`src/rtl/vm_alu_ram.sv`:
```
module vm_alu_ram #(
  parameter int WIDTH = 64,
  parameter int DEPTH = 16
) (
  input  logic                             clk,
  input  logic                             we,
  input  logic [(DEPTH>1?$clog2(DEPTH):1)-1:0] waddr,
  input  logic [WIDTH-1:0]                 wdata,
  input  logic [(DEPTH>1?$clog2(DEPTH):1)-1:0] raddr,
  output logic [WIDTH-1:0]                 rdata
);

  logic [WIDTH-1:0] mem [DEPTH];

  always_ff @(posedge clk) begin
    if (we) begin
      mem[waddr] <= wdata;
    end
    rdata <= mem[raddr];
  end

endmodule

```
`config.mk`:
```
export PLATFORM = sky130hd
export DESIGN_NAME = vm_alu_ram
export DESIGN_NICKNAME = d
export VERILOG_FILES = /design/src/rtl/vm_alu_ram.sv
export SDC_FILE = /design/constraint.sdc
export NUM_CORES = 1
export LEC_CHECK = 0
export BUFFER_PORTS_ARGS = -buffer_cell sky130_fd_sc_hd__buf_2
export CORE_ASPECT_RATIO = 0.9
export CORE_MARGIN = 8
export CORE_UTILIZATION = 55
export DETAILED_ROUTE_END_ITERATION = 7
export PLACE_DENSITY = 0.84
export SLEW_MARGIN = 40
export SYNTH_ARGS = -nofsm -noshare
export SYNTH_HDL_FRONTEND = slang
export SYNTH_SLANG_ARGS = --single-unit
```
`constraint.sdc`:
```
create_clock -name clk -period 6.15 [get_ports clk]
set_input_delay 0.9225 -clock clk [delete_from_list [all_inputs] [get_ports clk]]
set_output_delay 0.9225 -clock clk [all_outputs]
set_load 0.01 [all_outputs]
```
* Word level (Yosys, flattened, before mapping)
Memory sizes are Yosys's and may differ from the RTL's. A register that Yosys moved wholly into a read port is not among the register bits.
Index checks and enable logic that the tools add are counted.
** Storage, ports and cells
- Register bits after elaboration :: 0
- Bits in writable memories :: 1024
- Output and inout bits :: 64
- Word-level logic and storage cells :: 3
- Memories :: 1
** Cells by class
- Mux-type cells :: 2
** Memory list
- mem :: words 16, width 64, rd ports 1, clocked after Yosys merged registers in 1, write ports 1, line 13 : logic [WIDTH-1:0] mem [DEPTH];
** Operators with widths (count)
- $mux W1 :: 2

* Logic depth before layout (Yosys ltp)
- Depth in word-level cells :: 2
- Gate-level depth with buffers :: 6

* Worst setup path after synthesis
OpenSTA, ideal clock, no wires.
- Path type :: input -> register
- Start point :: in waddr[2] (netlist bit)
- End point :: mem mem[0][0], enable pin
- Library setup time :: 0.565 ns
- Arrival :: 5.786 ns
- Path slack :: -0.201 ns
- Cell stages on the path :: 2
- Cells stage by stage :: or3b_2 -> nor3_1
** RTL lines
- from (decl) :: line 7 : input logic [(DEPTH>1?$clog2(DEPTH):1)-1:0] waddr,
- to (decl) :: line 13
Straight into the memory's write port.

* Final worst setup path
- Start point :: in waddr[0] (netlist bit)
- End point :: mem mem[14][9], enable pin
Straight into the memory's write port.

==> qor.csv <==
stage,metric,value,unit
clock_network,post_cts_buffers,0,
worst_setup_path,r2r_cells,3,
routing,drc,0,
sta,setup_tns,0,ns
global_route,grt_pass1_vias,19900,
global_route,grt.total_usage,23.5,%
logic_synthesis,synth_area_leaders,"edfxtp_1, mux4_2, dfxtp_1, a22oi_1, nand2_1",
power_and_ir_drop,p_sw,3.27,mW
logic_synthesis,syn-num-nets,1721,
floorplan,start_util,55.4,%
placement,dp_hpwl,45.7,mm
routing,wire_per_inst,33.2,um
worst_setup_path,arrival,2.98,ns
worst_setup_path,r2r_slack,4.58,ns
sta,rsz0062_at_grt,no,
worst_setup_path,cp_data_required_time,6.42,ns
logic_synthesis,netlist_area,39600,sq um
routing,first_pass_iters,6,
clock_network,clk_pin_slew,0.07,ns
power_and_ir_drop,p_total,15.7,mW
sta,worst_slew_pin_slew,0.841,ns
logic_synthesis,seq_area_frac_synth,80.9,%
clock_network,cts-htree-levels,3,
power_and_ir_drop,internal_power,12.4,mW
finish,fillerInstances,4396,
worst_setup_path,critPathKind,primary input to flop,
sta,finClkSkew,0.0263,ns
sta,fmax,368,MHz
logic_synthesis,async_flop_share,0,%
worst_setup_path,crit_fanout,33,
power_and_ir_drop,powerDensity,346,nW/um^2
sta,post-route-period-util,44.2,%
power_and_ir_drop,vdd.ir_drop.worst,0.000242,V
placement,port_buffers,137,
floorplan,die_height,271,um
routing,dr.first_iter.drc_count,2699,
routing,final_antenna_net_count,0,
clock_network,tritoncts,done,
status,status,finished clean,
logic_synthesis,synth-edff-count,1024,
floorplan,ios,138,
clock_network,cts_hold_buf,0,
sta,fin_crit,2.72,ns
worst_setup_path,endpoint_kind,flop,
logic_synthesis,yosys-top-cells-count,"edfxtp_1, mux4_2, a22oi_1",
logic_synthesis,yosys_warnings,0,
floorplan,core,71400,sq um
power_and_ir_drop,pwr-share-comb,4.8,%
hold_path,hold_path_depth,1,
sta,hold_slack,0.635,ns
logic_synthesis,synth_flop_cell,edfxtp_1,
sta,drv_slew,0,
logic_synthesis,yosys.cell_types.count,18,
finish,syn2layout_area_growth,14.3,%
finish,layout-drive-gt1-share,32.2,%
logic_synthesis,yosys_register_bits,1088,
sta,hold_viol_final,0,
flow_run,max-cap-violations,0,
routing,totalWireLength,96.1,mm
clock_network,cts_sinks,1088,
logic_synthesis,synth_top_area_cell,edfxtp_1,
floorplan,dieWidth,299,um
clock_network,clockBufferDepth,3,
finish,nets,1928,
global_route,grt_max_degree,99,
floorplan,die-area,80800,sq um
clock_network,cts_root_buf,clkbuf_16,
power_and_ir_drop,power.share.clock,41.8,%
routing,via_count,19100,
global_route,grt-ovfl-total,0,
routing,viasPerCell,6.60,
global_route,grt_pass1_wl,138,mm
logic_synthesis,synthCells,1647,
global_route,antenna_found_initial,14,
logic_synthesis,synth.top_cell.area_share,77.7,%
logic_synthesis,yosysMostFrequentCell,edfxtp_1,
power_and_ir_drop,p_leak,14.6,nW
power_and_ir_drop,power_frac_seq,53.4,%
worst_setup_path,start_kind,primary input,
power_and_ir_drop,power.share.switching,20.9,%
logic_synthesis,avgSynthCellArea,24.0,sq um
placement,place.gp.congestion,0.711,
sta,setup-violations-final,0,
clock_network,cts_resized,0,
floorplan,num_rows,93,
clock_network,cts_made_buffers,100,
hold_path,holdCritPathClass,primary input to flop,
sta,slew_headroom,43.9,%
clock_network,insertion_delay,0.66,ns
## critical path, stage by stage
cell and delay, ns:
buf_2 0.17, nand2b_1 0.37, nor2_4 0.16, buf_4 0.57, buf_4 0.72
## per-layer routing
layer | vias to the layer above | global-route usage, % | routed length (um)
met5 | - | 0 | 38
met3 | 226 | 6.41 | 11100
met4 | 6 | 8.65 | 3190
li1 | 7480 | - | -
met2 | 1447 | 39.1 | 48600
met1 | 9980 | 29.8 | 33200
## layout by cell type, fill, tap and decap left out, types with 2 or more instances in the layout
| cell | n |
|---|---|
| nand3b_1 | 2 |
| clkbuf_16 | 100 |
| edfxtp_1 | 1024 |
| buf_8 | 4 |
| buf_16 | 6 |
| nand2_1 | 65 |
| mux4_2 | 256 |
| nor3_2 | 3 |
| clkinvlp_4 | 9 |
| clkbuf_1 | 20 |
| dfxtp_1 | 64 |
| a22oi_1 | 128 |
| clkbuf_8 | 10 |
| buf_2 | 135 |
| nor2b_4 | 2 |
| clkinv_4 | 2 |
| buf_6 | 3 |
| bufinv_16 | 16 |
| buf_4 | 36 |
| nor2_4 | 13 |
| clkinv_1 | 10 |
| inv_6 | 4 |
| nand2b_1 | 2 |
| buf_12 | 5 |
| diode_2 | 9 |
| clkinv_2 | 15 |
## power groups by stage
stage	logic [mW]	clock network, mW	registers [mW]
final	0.748	6.55	8.36
after global routing	0.789	6.85	8.37
after CTS	0.746	6.60	8.36
after detailed placement	0.724	0	8.51
after global placement	0.688	0	8.49
after floorplan	0.395	0	8.51
## through the flow
stage / instances / setup WS [ns] / util, % / instance area (sq um)
2_1_floorplan: 1647 / 0.0987 / - / 39600
3_3_place_gp: 2693 / 2.76 / 58.2 / 41600
3_5_place_dp: 2698 / 2.79 / 58.3 / 41700
4_1_cts: 2886 / 3.42 / 63.2 / 45100
5_1_grt: 2893 / 3.41 / 63.3 / 45200
6_report: 2899 / 3.43 / 63.3 / 45300
## cell families after synthesis
group | Yosys count | synth area share (%)
flops | 1088 | 80.9
mux | 256 | 14.6
compound gates | 128 | 2.43
simple gates | 91 | 0.942
buf+inv | 84 | 1.14
## worst paths after layout
check	from	to
hold reg to reg	mem[14][55]	rdata[55]
hold / removal	wdata[27]	mem[12][27]
setup / recovery	waddr[0]	mem[14][9]
setup reg to reg	mem[2][1]	rdata[1]
## final cells by class
cell class                      instances  area, sq um  share of cell area (%)
Multi-Input combinational cell        475         7240                    16.0
Antenna cell                            9         22.5                  0.0498
Sequential cell                      1088        32000                    70.8
Tap cell                              950         1190                    2.63
Clock buffer                          130         2720                    6.00
Clock inverter                         58          749                    1.66
Timing Repair Buffer                  189         1310                    2.88
## state kept, by name, indices dropped and copies added, names as in the netlist
register	flops
mem	1024
rdata	64
No activity file was read; power rests on OpenSTA's default activity.
